--- config.mk ---
export PLATFORM = sky130hd
export DESIGN_NAME = command_token_extractor
export DESIGN_NICKNAME = d
export VERILOG_FILES = /design/src/hw/rtl/cte_pkg.sv /design/src/hw/rtl/cte_step.sv /design/src/hw/rtl/command_token_extractor.sv
export SDC_FILE = /design/constraint.sdc
export NUM_CORES = 1
export LEC_CHECK = 0
export BUFFER_PORTS_ARGS = -buffer_cell sky130_fd_sc_hd__buf_2
export CELL_PAD_IN_SITES_DETAIL_PLACEMENT = 0
export CELL_PAD_IN_SITES_GLOBAL_PLACEMENT = 1
export CORE_ASPECT_RATIO = 1.4
export CORE_UTILIZATION = 30
export CTS_CLUSTER_SIZE = 16
export DETAILED_ROUTE_END_ITERATION = 7
export GPL_ROUTABILITY_DRIVEN = 0
export PLACE_DENSITY_LB_ADDON = 0.2
export SLEW_MARGIN = 40
export SYNTH_ARGS = -nofsm -noshare
export SYNTH_HDL_FRONTEND = slang
export SYNTH_SLANG_ARGS = --single-unit
--- constraint.sdc ---
create_clock -name clk -period 4.1 [get_ports clk]
set_clock_uncertainty 0.15 [all_clocks]
set_input_delay 0.41 -clock clk [delete_from_list [all_inputs] [get_ports clk]]
set_output_delay 0.41 -clock clk [all_outputs]
set_load 0.02 [all_outputs]
--- src/hw/rtl/cte_pkg.sv ---
// cte_pkg: shared types and constants for the command token extractor
// no dependencies; used by cte_step and command_token_extractor
`timescale 1ns / 1ps
`default_nettype none

package cte_pkg;

    // character codes
    localparam logic [7:0] CH_DQUOTE = 8'h22;
    localparam logic [7:0] CH_SQUOTE = 8'h27;
    localparam logic [7:0] CH_SPACE  = 8'h20;
    localparam logic [7:0] CH_BSLASH = 8'h5C;
    localparam logic [7:0] CH_ZERO   = 8'h30;
    localparam logic [7:0] CH_NINE   = 8'h39;

    // scan modes
    localparam logic [1:0] MODE_IDLE   = 2'd0;
    localparam logic [1:0] MODE_WORD   = 2'd1;
    localparam logic [1:0] MODE_QUOTED = 2'd2;

    // configuration register indexes
    localparam logic REG_TOKEN_SELECT = 1'b0;
    localparam logic REG_COUNT_ONLY   = 1'b1;

    localparam logic [7:0] COUNT_MAX = 8'hFF;

    typedef struct packed {
        logic [1:0] mode;
        logic       escape;
        logic [7:0] code_accum;
        logic       code_pending;
        logic [7:0] tokens_seen;
        logic       stopped;
    } scan_state_t;

    typedef struct packed {
        logic       char_valid;
        logic [7:0] char_value;
        logic       line_done;
        logic [7:0] token_count;
        logic       token_found;
    } scan_result_t;

    localparam scan_state_t SCAN_STATE_RESET = '{
        mode:         MODE_IDLE,
        escape:       1'b0,
        code_accum:   8'd0,
        code_pending: 1'b0,
        tokens_seen:  8'd0,
        stopped:      1'b0
    };

endpackage

`default_nettype wire

--- src/hw/rtl/cte_step.sv ---
// cte_step: combinational next-state and result logic for one character
// depends on cte_pkg
`timescale 1ns / 1ps
`default_nettype none

module cte_step (
    input  wire logic [7:0]           ch,
    input  wire logic                 last,
    input  wire logic [7:0]           token_select,
    input  wire logic                 count_only,
    input  wire cte_pkg::scan_state_t state_cur,
    output cte_pkg::scan_state_t      state_nxt,
    output cte_pkg::scan_result_t     result
);
    import cte_pkg::*;

    logic        is_quote;
    logic        is_digit;
    logic        work;
    logic        ended;
    logic        selected;
    logic        out_valid;
    logic [7:0]  out_value;
    logic [7:0]  digit;
    logic [8:0]  select_plus;
    scan_state_t s;

    assign is_quote    = (ch == CH_DQUOTE) || (ch == CH_SQUOTE);
    assign is_digit    = (ch >= CH_ZERO) && (ch <= CH_NINE);
    assign digit       = ch - CH_ZERO;
    assign select_plus = {1'b0, token_select} + 9'd1;

    always_comb
    begin
        s         = state_cur;
        work      = 1'b1;
        ended     = 1'b0;
        selected  = 1'b0;
        out_valid = 1'b0;
        out_value = 8'd0;

        if (!state_cur.stopped)
        begin
            // start of a token
            if (s.mode != MODE_WORD && s.mode != MODE_QUOTED)
            begin
                s.mode = MODE_IDLE;
                if (is_quote || ch != CH_SPACE)
                begin
                    s.mode = is_quote ? MODE_QUOTED : MODE_WORD;
                    if (s.tokens_seen != COUNT_MAX)
                    begin
                        s.tokens_seen = s.tokens_seen + 8'd1;
                    end
                end
                // opening quote and separator spaces carry no character
                if (is_quote || ch == CH_SPACE)
                begin
                    work = 1'b0;
                end
            end

            if (work)
            begin
                if (!s.escape)
                begin
                    if (s.mode == MODE_QUOTED && is_quote)
                    begin
                        ended = 1'b1;
                    end
                    else if (s.mode == MODE_WORD && ch == CH_SPACE)
                    begin
                        ended = 1'b1;
                    end
                    else if (ch == CH_BSLASH)
                    begin
                        s.escape = 1'b1;
                        work     = 1'b0;
                    end
                end
                else if (!is_digit)
                begin
                    s.escape = 1'b0;
                end
            end

            if (work)
            begin
                selected = ({1'b0, s.tokens_seen} == select_plus);
                priority if (ended)
                begin
                    s.mode = MODE_IDLE;
                    if (!count_only && selected)
                    begin
                        s.stopped = 1'b1;
                    end
                end
                else if (s.escape && is_digit)
                begin
                    // accum * 10 + digit, wrapping at 8 bits
                    s.code_accum   = (s.code_accum << 3) + (s.code_accum << 1) + digit;
                    s.code_pending = 1'b1;
                end
                else
                begin
                    if (!count_only && selected)
                    begin
                        out_valid = 1'b1;
                        out_value = s.code_pending ? s.code_accum : ch;
                    end
                    s.code_pending = 1'b0;
                    s.code_accum   = 8'd0;
                end
            end
        end

        result.char_valid  = out_valid;
        result.char_value  = out_value;
        result.line_done   = last;
        result.token_count = s.tokens_seen;
        result.token_found = ({1'b0, s.tokens_seen} == select_plus);

        // end of line returns the scanner to its reset state
        state_nxt = last ? SCAN_STATE_RESET : s;
    end

endmodule

`default_nettype wire

--- src/hw/rtl/command_token_extractor.sv ---
// command_token_extractor: top level, input stage, scanner state and output register
// depends on cte_pkg and cte_step
// path from input accept to m_tvalid: input register, then result register
// throughput: one item per cycle while m_tready is high, limited by the scanner state update
// the input stage keeps accepting while a result waits, until both stages are full
// reset (rst_n low, asynchronous): stages empty, scanner state and config registers cleared
`timescale 1ns / 1ps
`default_nettype none

module command_token_extractor (
    input  wire logic        clk,
    input  wire logic        rst_n,
    // configuration write port
    input  wire logic        cfg_we,
    input  wire logic        cfg_addr,   // 0 token_select, 1 count_only
    input  wire logic [7:0]  cfg_data,
    // input stream
    input  wire logic        s_tvalid,
    output logic             s_tready,
    input  wire logic [7:0]  s_tdata,    // [7:0] ch
    input  wire logic        s_tlast,    // last character of the line
    // result stream
    output logic             m_tvalid,
    input  wire logic        m_tready,
    output logic [23:0]      m_tdata,    // [7:0] char_value, [15:8] token_count,
                                         // [16] token_found, [23:17] zero
    output logic             m_tuser,    // char_valid
    output logic             m_tlast     // line_done
);
    import cte_pkg::*;

    // configuration registers
    logic [7:0]   token_select_reg;
    logic         count_only_reg;

    // input stage
    logic         in_valid_reg;
    logic         in_valid_next;
    logic [7:0]   in_ch_reg;
    logic         in_last_reg;

    // scanner state
    scan_state_t  state_reg;
    scan_state_t  state_next;

    // result register
    logic         out_valid_reg;
    logic         out_valid_next;
    scan_result_t out_reg;
    scan_result_t step_result;

    logic         advance;   // result register can take a new item
    logic         fire;      // input stage item is processed this cycle
    logic         in_take;

    assign advance  = !out_valid_reg || m_tready;
    assign fire     = in_valid_reg && advance;
    assign s_tready = !in_valid_reg || advance;
    assign in_take  = s_tvalid && s_tready;

    // in_valid stays set when a new item replaces the one leaving
    assign in_valid_next  = in_take ? 1'b1 : (fire ? 1'b0 : in_valid_reg);
    assign out_valid_next = advance ? in_valid_reg : out_valid_reg;

    // configuration writes; the user must issue them only while the block is idle, the block does not enforce this
    always_ff @(posedge clk or negedge rst_n)
    begin
        if (!rst_n)
        begin
            token_select_reg <= 8'd0;
            count_only_reg   <= 1'b0;
        end
        else if (cfg_we)
        begin
            unique case (cfg_addr)
                REG_TOKEN_SELECT: token_select_reg <= cfg_data;
                REG_COUNT_ONLY:   count_only_reg   <= cfg_data[0];
                default:          token_select_reg <= token_select_reg;
            endcase
        end
    end

    // per-character scanner logic
    cte_step u_step (
        .ch           (in_ch_reg),
        .last         (in_last_reg),
        .token_select (token_select_reg),
        .count_only   (count_only_reg),
        .state_cur    (state_reg),
        .state_nxt    (state_next),
        .result       (step_result)
    );

    // control flops
    always_ff @(posedge clk or negedge rst_n)
    begin
        if (!rst_n)
        begin
            in_valid_reg  <= 1'b0;
            out_valid_reg <= 1'b0;
            state_reg     <= SCAN_STATE_RESET;
        end
        else
        begin
            in_valid_reg  <= in_valid_next;
            out_valid_reg <= out_valid_next;
            if (fire)
            begin
                state_reg <= state_next;
            end
        end
    end

    // payload flops, no reset needed
    always_ff @(posedge clk)
    begin
        if (in_take)
        begin
            in_ch_reg   <= s_tdata;
            in_last_reg <= s_tlast;
        end
        if (fire)
        begin
            out_reg <= step_result;
        end
    end

    assign m_tvalid = out_valid_reg;
    assign m_tdata  = {7'd0, out_reg.token_found, out_reg.token_count, out_reg.char_value};
    assign m_tuser  = out_reg.char_valid;
    assign m_tlast  = out_reg.line_done;

endmodule

`default_nettype wire
# After elaboration in Yosys (flattened, before gate mapping)
# Index checks and enable logic that the tools add are counted.
[word_totals] reg_bits=60 input_bits=23 output_inout_bits=28
[classes] n_addsub=5 bitwise_logic=3 n_reduce_logical=24 n_eq_ne=14 n_lt_le_gt_ge=2 mux=42
[ops] op="21-bit 2-to-1 mux" count=2
[ops] op="8-bit 2-to-1 mux" count=5
[ops] op="9-bit 2-to-1 mux" count=3
[ops] op="1-bit 2-to-1 mux" count=26
[ops] op="8-bit by 6-bit == test with 1-bit output (second input constant)" count=3
[ops] op="8-bit by 9-bit == test with 1-bit output" count=2
[ops] op="8-bit adder" count=2
[ops] op="2-bit 2-to-1 mux" count=6
[ops] op="8-bit by 1-bit adder with 9-bit output (second input constant)" count=1
[ops] op="8-bit by 1-bit adder with 8-bit output (second input constant)" count=1
[ops] op="8-bit by 7-bit == test with 1-bit output (second input constant)" count=1
[ops] op="8-bit by 6-bit >= comparator with 1-bit output (second input constant)" count=1
[ops] op="8-bit by 6-bit <= comparator with 1-bit output (second input constant)" count=1
[ops] op="1-bit logical AND" count=8
[ops] op="8-bit by 6-bit inequality test with 1-bit output (second input constant)" count=1
[ops] op="8-bit inequality test (second input constant)" count=1
[ops] op="8-bit by 6-bit subtractor with 8-bit output (second input constant)" count=1
[ops] op="2-bit inequality test (second input constant)" count=3
[ops] op="2-bit AND reduction" count=3
[ops] op="1-bit logical OR" count=5
[ops] op="5-bit OR reduction" count=1
[ops] op="4-bit AND reduction" count=1
[ops] op="2-bit nonzero test" count=2
[ops] op="4-bit OR reduction" count=1
[ops] op="5 further kinds" count=9

# Longest topological paths before layout
# Gate-level depths: netlist of run 1.
[logic_depth] ltp_word=19 depth_mapped=10 ltp_nobuf=9

# Modules after synthesis
# From an unflattened synthesis of run 1, not the netlist that was laid out.
[unflattened] cells_unflattened=356 hier_area_um2=3921.3
[by_module_without_submodules] module="command_token_extractor" cells_per_inst=110 seq_area_each_um2=1641.6 instances=1 area_per_inst_um2=2199.6
[by_module_without_submodules] module="cte_step" cells_per_inst=246 seq_area_each_um2=0.0 instances=1 area_per_inst_um2=1721.7

# Worst setup path after synthesis of run 1
# OpenSTA, ideal clock, no wires.
[synth_timing] path_type="register -> register" start="reg in_ch_reg[3]" end="reg state_reg[17] (netlist name)" path_stages_with_launch=9 slack_ps=1391 setup_time_ps=121 required_ps=3829 period_less_slack_ps=2709 arrival_time_ps=2438 path_cell_list="edfxtp_1 -> fa_1 -> ha_1 -> ha_1 -> fa_1 -> a21o_1 -> a21oi_1 -> xnor2_1 -> a22o_1"
[synth_via] elab_chain_cells=19
[synth_lines] item="start, declared" line_no="command_token_extractor.sv:39" rtl="logic [7:0] in_ch_reg;"
[synth_lines] item="start signal, assigned" line_no="command_token_extractor.sv:119" rtl="in_ch_reg <= s_tdata;"
[synth_lines] item="8-bit by 6-bit == test with 1-bit output" line_no="cte_step.sv:28" rtl="assign is_quote = (ch == CH_DQUOTE) || (ch == CH_SQUOTE);"
[synth_lines] item="1-bit logical OR" line_no="cte_step.sv:28"
[synth_lines] item="2-bit 2-to-1 mux / 1-bit logical OR (equally long branches)" line_no="cte_step.sv:50, cte_step.sv:48"
[synth_lines] item="2-bit 2-to-1 mux" line_no="cte_step.sv:48" rtl="if (is_quote || ch != CH_SPACE)"
[synth_lines] item="2-bit 2-to-1 mux" line_no="cte_step.sv:45" rtl="if (s.mode != MODE_WORD && s.mode != MODE_QUOTED)"
[synth_lines] item="2-bit 2-to-1 mux" line_no="cte_step.sv:42" rtl="if (!state_cur.stopped)"
[synth_lines] item="2-bit by 1-bit == test with 1-bit output" line_no="cte_step.sv:71" rtl="else if (s.mode == MODE_WORD && ch == CH_SPACE)"
[synth_lines] item="1-bit logical AND" line_no="cte_step.sv:71"
[synth_lines] item="(+3 left out)"
[synth_lines] item="1-bit 2-to-1 mux" line_no="cte_step.sv:63" rtl="if (work)"
[synth_lines] item="1-bit 2-to-1 mux" line_no="cte_step.sv:42"
[synth_lines] item="1-bit logical AND" line_no="cte_step.sv:98" rtl="else if (s.escape && is_digit)"
[synth_lines] item="9-bit 2-to-1 mux" line_no="cte_step.sv:98"
[synth_lines] item="9-bit 2-to-1 mux" line_no="cte_step.sv:90" rtl="priority if (ended)"
[synth_lines] item="9-bit 2-to-1 mux" line_no="cte_step.sv:87" rtl="if (work)"
[synth_lines] item="21-bit 2-to-1 mux" line_no="cte_step.sv:42"
[synth_lines] item="21-bit 2-to-1 mux" line_no="cte_step.sv:124" rtl="state_nxt = last ? SCAN_STATE_RESET : s;"
[synth_lines] item="end signal, assigned" line_no="command_token_extractor.sv:109" rtl="state_reg <= state_next;"
[synth_lines] item="end, declared" line_no="command_token_extractor.sv:43" rtl="scan_state_t state_reg;"
# Several ways; a longest one is shown, not always the timed one. The select of a mux whose other input is x is not followed.
# A chain may end at the register's enable or synchronous reset.

# Worst setup path in the final report of run 1
[layout_timing] start="reg in_ch_reg[3]" end="reg out_reg, in the netlist m_tdata[4] (data pin)"
[layout_via] elab_chain_cells=15
[layout_lines] item="8-bit by 6-bit == test with 1-bit output" line_no="cte_step.sv:28"
[layout_lines] item="1-bit logical OR" line_no="cte_step.sv:28"
[layout_lines] item="2-bit 2-to-1 mux / 1-bit logical OR (equally long branches)" line_no="cte_step.sv:50, cte_step.sv:48"
[layout_lines] item="2-bit 2-to-1 mux" line_no="cte_step.sv:48"
[layout_lines] item="2-bit 2-to-1 mux" line_no="cte_step.sv:45"
[layout_lines] item="2-bit 2-to-1 mux" line_no="cte_step.sv:42"
[layout_lines] item="2-bit by 1-bit == test with 1-bit output" line_no="cte_step.sv:71"
[layout_lines] item="1-bit logical AND" line_no="cte_step.sv:71"
[layout_lines] item="1-bit 2-to-1 mux" line_no="cte_step.sv:71"
[layout_lines] item="1-bit 2-to-1 mux" line_no="cte_step.sv:67" rtl="if (s.mode == MODE_QUOTED && is_quote)"
[layout_lines] item="1-bit 2-to-1 mux" line_no="cte_step.sv:65" rtl="if (!s.escape)"
[layout_lines] item="1-bit 2-to-1 mux" line_no="cte_step.sv:63"
[layout_lines] item="1-bit 2-to-1 mux" line_no="cte_step.sv:42"
[layout_lines] item="1-bit logical AND / 1-bit NOT (equally long branches)"
[layout_lines] item="5-bit OR reduction (no line) (*)"
[layout_lines] item="end signal, assigned" line_no="command_token_extractor.sv:124" rtl="out_reg <= step_result;"
[layout_lines] item="end, declared" line_no="command_token_extractor.sv:49" rtl="scan_result_t out_reg;"
# Every way passes the cells marked *; elsewhere a longest branch is shown, timed or not. The select of a mux whose other input is x is not followed.

==> results of run 1 <==
[power groups by stage]
stage	logic, mW	clock network [mW]	registers, mW
global route	0.397	0.933	0.743
finish	0.355	0.880	0.735
global placement	0.358	0	0.744
detailed placement	0.358	0	0.746
floorplan	0.246	0	0.746
CTS	0.361	0.912	0.735
[synth_stat cells, types with 5 or more instances]
| library cell | number |
|---|---|
| sky130_fd_sc_hd__a22o_1 | 10 |
| sky130_fd_sc_hd__o31ai_1 | 5 |
| sky130_fd_sc_hd__o21ai_0 | 17 |
| sky130_fd_sc_hd__nor2_1 | 16 |
| sky130_fd_sc_hd__clkbuf_1 | 7 |
| sky130_fd_sc_hd__nand3_1 | 11 |
| sky130_fd_sc_hd__and3_1 | 6 |
| sky130_fd_sc_hd__xor2_1 | 16 |
| sky130_fd_sc_hd__ha_1 | 13 |
| sky130_fd_sc_hd__a21oi_1 | 7 |
| sky130_fd_sc_hd__xnor2_1 | 19 |
| sky130_fd_sc_hd__mux2_2 | 9 |
| sky130_fd_sc_hd__nand2_1 | 23 |
| sky130_fd_sc_hd__dfrtp_1 | 32 |
| sky130_fd_sc_hd__nor3_1 | 10 |
| sky130_fd_sc_hd__inv_1 | 22 |
| sky130_fd_sc_hd__fa_1 | 5 |
| sky130_fd_sc_hd__buf_2 | 5 |
| sky130_fd_sc_hd__buf_4 | 7 |
| sky130_fd_sc_hd__nand2b_1 | 6 |
| sky130_fd_sc_hd__mux2i_1 | 14 |
| sky130_fd_sc_hd__edfxtp_1 | 28 |
[path summary, 6_finish.rpt]
path / start / slack [ns] / endpoint
worst min-delay path: s_tlast / 0.11 / in_last_reg$_DFFE_PP_
min in group asynchronous: rst_n / 0.38 / state_reg[14]$_DFFE_PN0P_
worst max register to register: in_ch_reg[3]$_DFFE_PP_ / 0.96 / m_tdata[4]$_SDFFCE_PP0P_
worst max-delay path: in_ch_reg[3]$_DFFE_PP_ / 0.96 / m_tdata[4]$_SDFFCE_PP0P_
max in group asynchronous: rst_n / 2.98 / token_select_reg[7]$_DFFE_PN0P_
worst min register to register: in_valid_reg$_DFFE_PN0P_ / 0.35 / m_tvalid$_DFFE_PN0P_
[layout make-up]
type | count | area (µm²)
clock buffers | 10 | 239.0
clock inverters | 6 | 111.4
fillers | 1227 | 7497
inverters | 23 | 86.33
multi-input cells | 251 | 1903
flip-flops and latches | 60 | 1642
well taps | 147 | 183.9
repair buffers | 48 | 275.3
[cells by family after synthesis]
logic type | synth area share (%)
simple gates | 14.71
compound gates | 13.70
flops | 44.18
buf+inv | 5.219
xor+xnor | 8.249
mux | 6.498
fa+ha+maj | 7.340
other cells | 0.1009
[routing by layer]
metal | up-vias | share of wire (%) | global-route usage [%]
met5 | - | 0 | 0
met3 | 11 | 3.1 | 3.196
met1 | 1270 | 44 | 18.58
met4 | 0 | 2.2 | 5.887
li1 | 1335 | - | -
met2 | 58 | 51 | 25.30
[metrics by stage]
stage,power [mW],setup WS [ns]
floorplan,0.9922,1.391
global placement,1.102,1.050
detailed placement,1.104,0.9558
CTS,2.008,0.9340
global route,2.073,0.7196
finish,1.970,0.9554
==> flow_summary.json, run 1 <==
{
  "clock_insertion_delay_worst_skew_ns": 0.33,
  "chipHeight_um": 133.7,
  "worst_slew_margin_rel_pct": 51.77,
  "total_grt_overflow": 0,
  "synth.area.top_cells": "sky130_fd_sc_hd__edfxtp_1, sky130_fd_sc_hd__dfrtp_1, sky130_fd_sc_hd__xnor2_1",
  "synthCells": 348,
  "holdCritPathClass": "in2reg",
  "synthDominantCellAreaShare_pct": 22.63,
  "gr-usage-all-layers_pct": 15.09,
  "tritoncts_clock_tree": "built",
  "synth_area_um2": 3716,
  "grt_first_pass_wirelength_um": 14340,
  "cpLargestDelayFamily": "simple AND/OR/NAND/NOR gates",
  "setup_total_negative_slack_ns": 0,
  "internal_power_summed_over_all_cells_mw": 1.433,
  "p_leak_nw": 1.845,
  "pin_count_of_the_biggest_net_entering_global_routing": 27,
  "cts_setup_buffers": 0,
  "cap_violations": 0,
  "p_sw_share_pct": 27.25,
  "grt_antenna_before_repair": 0,
  "die_width_um": 96.06,
  "finalCritPeriodShare_pct": 76.70,
  "row_count": 47,
  "hold_viol_final": 0,
  "synth_area_leader_cell": "sky130_fd_sc_hd__edfxtp_1",
  "cp.arrival_ns": 3.18,
  "rsz0062_at_grt": "false",
  "achievable-frequency_mhz": 318.0,
  "worst_path_buffer_plus_inverter_count": 0,
  "core_area_um2": 11940,
  "hpwlAfterDp_um": 6683,
  "final_cell_area_um2": 4441,
  "floorplan.initialDensity_pct": 31.13,
  "worst_path_largest_cell_delay_ns": 0.58,
  "placed_area_um2": 4080,
  "critical_path_cell_count": 7,
  "layout.nets": 434,
  "mostFrequentLayoutCells": "sky130_fd_sc_hd__buf_2, sky130_fd_sc_hd__dfrtp_1, sky130_fd_sc_hd__edfxtp_1",
  "area_added_between_synthesis_and_finish_pct": 19.49,
  "final_layout_size_suffix_gt1_share_pct": 20.85,
  "placed_cells_incl_taps": 528,
  "final_common_cell": "sky130_fd_sc_hd__buf_2",
  "finalSetupViolations": 0,
  "layout.core_utilization_pct": 37.20,
  "pwr_density_cell_nw_per_um2": 443.6,
  "drt_iter0_drc": 109,
  "whs_path_cells": 1,
  "tritoncts.num_buffers": 9,
  "yosysWarningCount": 0,
  "timing.critical_path.cells": "or4_1, o21ai_2, nor3_1, or3_4, a2111oi_4, nand4_4, nor2_1",
  "synth_ff_type": "sky130_fd_sc_hd__dfrtp_1",
  "io_buffer_count": 43,
  "synthesis.area_per_instance_um2": 10.68,
  "p_sw_mw": 0.5368,
  "routed_wl_per_cell_um": 16.17,
  "cts.clk_slew.worst_paths_ns": 0.05,
  "route.vias.total": 2674,
  "ys_seq_elements": 60,
  "power.ir.vdd_worst_v": 0.0002058,
  "seq_power_share_pct": 37.3,
  "cp_endpoint_kind": "flop",
  "design.die.area_um2": 12840,
  "ios": 51,
  "length_of_the_first_detailed_routing_pass_in_iterations": 4,
  "cts_resized": 0,
  "worst_pin_slew_ns": 0.7195,
  "diodes": 0,
  "cts_hold_buffers": 1,
  "layout.cells.non_filler": 545,
  "cts-root-to-sink-buffers": 2,
  "crit_path_max_fanout": 12,
  "r2r_cells": 7,
  "finalWirelength_um": 8811,
  "critPathKind": "reg2reg",
  "drcViolationCount": 0,
  "timing_max_transition_violations_final": 0,
  "route.detailed.vias_per_inst": 4.906,
  "data_required_time_of_the_worst_path_ns": 4.13,
  "sort_of_element_at_the_start_of_the_critical_path": "flop",
  "synth.yosys.seq_area_share_pct": 44.18,
  "synth-edff-count": 28,
  "slowest_cp_cell": "sky130_fd_sc_hd__or4_1",
  "ctsHtreeMaxLevel": 3,
  "synth_cell_type_count": 62,
  "fin_hold_ws_ns": 0.1062,
  "clk_root_buffer_cell": "sky130_fd_sc_hd__clkbuf_16",
  "pwr-share-comb_pct": 18.0,
  "fin_crit_ns": 3.145,
  "synth_async_sr_flop_share_pct": 53.33,
  "clkPwrFrac_pct": 44.7,
  "grt_pass1_vias": 2711,
  "outcome": "completed",
  "clock_sink_count": 60,
  "largest_reg_flops": 21,
  "drtAntennaViolNets": 0
}
Power figures use the tool's default switching activity.
==> inputs of run 2 (changes only) <==
clock period = 2.54 ns   (was 4.1 ns; I/O delays follow)
==> run 2 against run 1 <==
  * Count of clock-buffer cells in the layout unchanged
  * Global-route usage grew 2.3 points
  * Non-clock buffer count up 91
  * Worst hold slack worse by 0.086 ns
  * The flow now finishes with violations (setup timing)
  * Combinational power grew to 2.5 times the previous value
  * Clock power rose by 48%
  * Sequential power up 56%
  * Register-to-register slack worse by 1.2 ns
  * Power rose by 70%
==> flow_summary.json, run 2 (synthesis gave the netlist of run 1 again) <==
{
  "sort_of_element_at_the_start_of_the_critical_path": "flop",
  "pin_count_of_the_biggest_net_entering_global_routing": 33,
  "largest_reg_flops": 21,
  "data_required_time_of_the_worst_path_ns": 2.59,
  "finalCritPeriodShare_pct": 109.1,
  "tritoncts_clock_tree": "built",
  "placed_cells_incl_taps": 588,
  "r2r_cells": 8,
  "filler_cell_count": 1163,
  "grt_pass1_vias": 3239,
  "hpwlAfterDp_um": 7681,
  "failed_checks": "setup timing",
  "worst_hold_startpoint": "cfg_data[0]",
  "cp.arrival_ns": 2.82,
  "m1WireLength_um": 3940,
  "length_of_the_first_detailed_routing_pass_in_iterations": 6,
  "worst_slew_margin_rel_pct": 55.95,
  "diodes": 0,
  "top_signal_layer_used": "met4",
  "worst_path_largest_cell_delay_ns": 0.58,
  "regToRegSetupSlack_ns": -0.23,
  "io_buffer_count": 43,
  "grt_first_pass_wirelength_um": 16330,
  "design.die.area_um2": 12840,
  "routed_wl_per_cell_um": 16.23,
  "slowest_cp_cell": "sky130_fd_sc_hd__or4b_4",
  "fin_crit_ns": 2.771,
  "worst_pin_slew_ns": 0.6568,
  "route.vias.total": 3150,
  "die_width_um": 96.06,
  "drcViolationCount": 0,
  "fin_worst_setup_slack_ns": -0.2305,
  "timing_max_transition_violations_final": 0,
  "setup_total_negative_slack_ns": -2.264,
  "clock_insertion_delay_worst_skew_ns": 0.33,
  "power.ir.vdd_worst_v": 0.0002988,
  "holdCritPathClass": "in2reg",
  "total_grt_overflow": 0,
  "tritoncts.num_buffers": 9,
  "crit-reg2reg-launch": "in_ch_reg[1]$_DFFE_PP_",
  "timing.critical_path.cells": "or4b_4, o21ai_4, nor3_4, or3_4, a2111oi_4, buf_4, nand4_4, nor2_2",
  "hold_viol_final": 0,
  "floorplan.initialDensity_pct": 31.13,
  "reg2reg_to": "m_tdata[1]$_SDFFCE_PP0P_",
  "wl_met3_um": 329,
  "routed-wl-met2_um": 5613,
  "final_common_cell": "sky130_fd_sc_hd__buf_4",
  "rsz0062_at_grt": "true",
  "whs_path_cells": 2,
  "cts.clk_slew.worst_paths_ns": 0.06,
  "fin_hold_ws_ns": 0.02056,
  "layout.cells.non_filler": 637,
  "critPathKind": "reg2reg",
  "grt_antenna_before_repair": 0,
  "area_added_between_synthesis_and_finish_pct": 45.99,
  "final_layout_size_suffix_gt1_share_pct": 39.18,
  "outcome": "complete, but fails checks",
  "achievable-frequency_mhz": 360.9,
  "cp_endpoint_kind": "flop",
  "finalWirelength_um": 10340,
  "mostFrequentLayoutCells": "sky130_fd_sc_hd__buf_4, sky130_fd_sc_hd__buf_2, sky130_fd_sc_hd__dfrtp_1",
  "clock_sink_count": 60,
  "drt_iter0_drc": 165,
  "layout.nets": 526,
  "crit_path_max_fanout": 4,
  "core_area_um2": 11940,
  "clk_root_buffer_cell": "sky130_fd_sc_hd__clkbuf_16",
  "chipHeight_um": 133.7,
  "row_count": 47,
  "min_delay_worst_endpoint": "count_only_reg$_DFFE_PN0P_",
  "p_leak_nw": 2.346,
  "worst_path_buffer_plus_inverter_count": 1,
  "cap_violations": 0,
  "ctsHtreeMaxLevel": 3,
  "cpLargestDelayFamily": "simple AND/OR/NAND/NOR gates",
  "ios": 51,
  "route.detailed.vias_per_inst": 4.945,
  "cts-root-to-sink-buffers": 2,
  "pwr_density_cell_nw_per_um2": 618.5,
  "gr-usage-all-layers_pct": 17.38,
  "finalSetupViolations": 14,
  "drtAntennaViolNets": 0
}
## run 2: layer usage
layer / track usage, % / vias to the layer above
met1: 18.59 / 1528
met4: 8.955 / 0
met5: 0 / -
met2: 30.89 / 71
li1: - / 1522
met3: 4.053 / 29
## run 2: area by class of cell
type	count	area, µm²	share of cell area [%]
inverter	23	86.33	1.591
sequential	60	1642	30.26
clock inverter	6	88.84	1.637
tap	147	183.9	3.390
multi-input combinational	252	2170	39.99
clock buffer	10	229.0	4.220
timing repair buffer	139	1026	18.91
## run 2: worst register-to-register path: stages (launching register included)
cell                        delay (ns)
sky130_fd_sc_hd__edfxtp_1         0.39
sky130_fd_sc_hd__or4b_4           0.58
sky130_fd_sc_hd__o21ai_4          0.28
sky130_fd_sc_hd__nor3_4           0.08
sky130_fd_sc_hd__or3_4            0.35
sky130_fd_sc_hd__a2111oi_4        0.37
sky130_fd_sc_hd__buf_4            0.18
sky130_fd_sc_hd__nand4_4          0.13
sky130_fd_sc_hd__nor2_2           0.13
## run 2: power by group
group / switching [mW] / leakage (nW) / internal, mW
clock: 0.443 / 0.149 / 0.858
combinational: 0.489 / 1.50 / 0.415
sequential: 0.0502 / 0.693 / 1.10
## run 2: timing repair
action	4_1_cts	5_1_grt
hold buffers	18	0
pin swaps	11	28
buffers inserted	7	7
cloned	1	0
endpoints found under the hold margin	49	0
endpoints found under the setup margin	14	22
resized for setup	25	31
## run 2: how the worst max path moves through the flow
| stage | from | endpoint | slack [ns] | depth (start not counted) |
|---|---|---|---|---|
| floorplan | in_ch_reg[3]$_DFFE_PP_ | state_reg[17]$_DFFE_PN0P_ | -0.005 | 8 |
| global placement | state_reg[7]$_DFFE_PN0P_ | m_tdata[16]$_DFFE_PP_ | -0.29 | 9 |
| detailed placement | in_ch_reg[6]$_DFFE_PP_ | m_tdata[7]$_SDFFCE_PP0P_ | -0.25 | 7 |
| CTS | in_ch_reg[4]$_DFFE_PP_ | m_tdata[7]$_SDFFCE_PP0P_ | -0.17 | 8 |
| global route | in_ch_reg[1]$_DFFE_PP_ | m_tdata[1]$_SDFFCE_PP0P_ | -0.36 | 8 |
| finish | in_ch_reg[1]$_DFFE_PP_ | m_tdata[1]$_SDFFCE_PP0P_ | -0.23 | 8 |
## run 2: through the flow
stage | instance area (µm²) | total power, mW | worst slack, ns | utilization, %
floorplan | 3750 | 1.603 | -0.005398 | -
global placement | 4534 | 1.905 | -0.2947 | 37.98
detailed placement | 4534 | 1.913 | -0.2453 | 37.98
CTS | 5218 | 3.344 | -0.1711 | 43.71
global route | 5425 | 3.523 | -0.3613 | 45.45
finish | 5425 | 3.355 | -0.2305 | 45.45
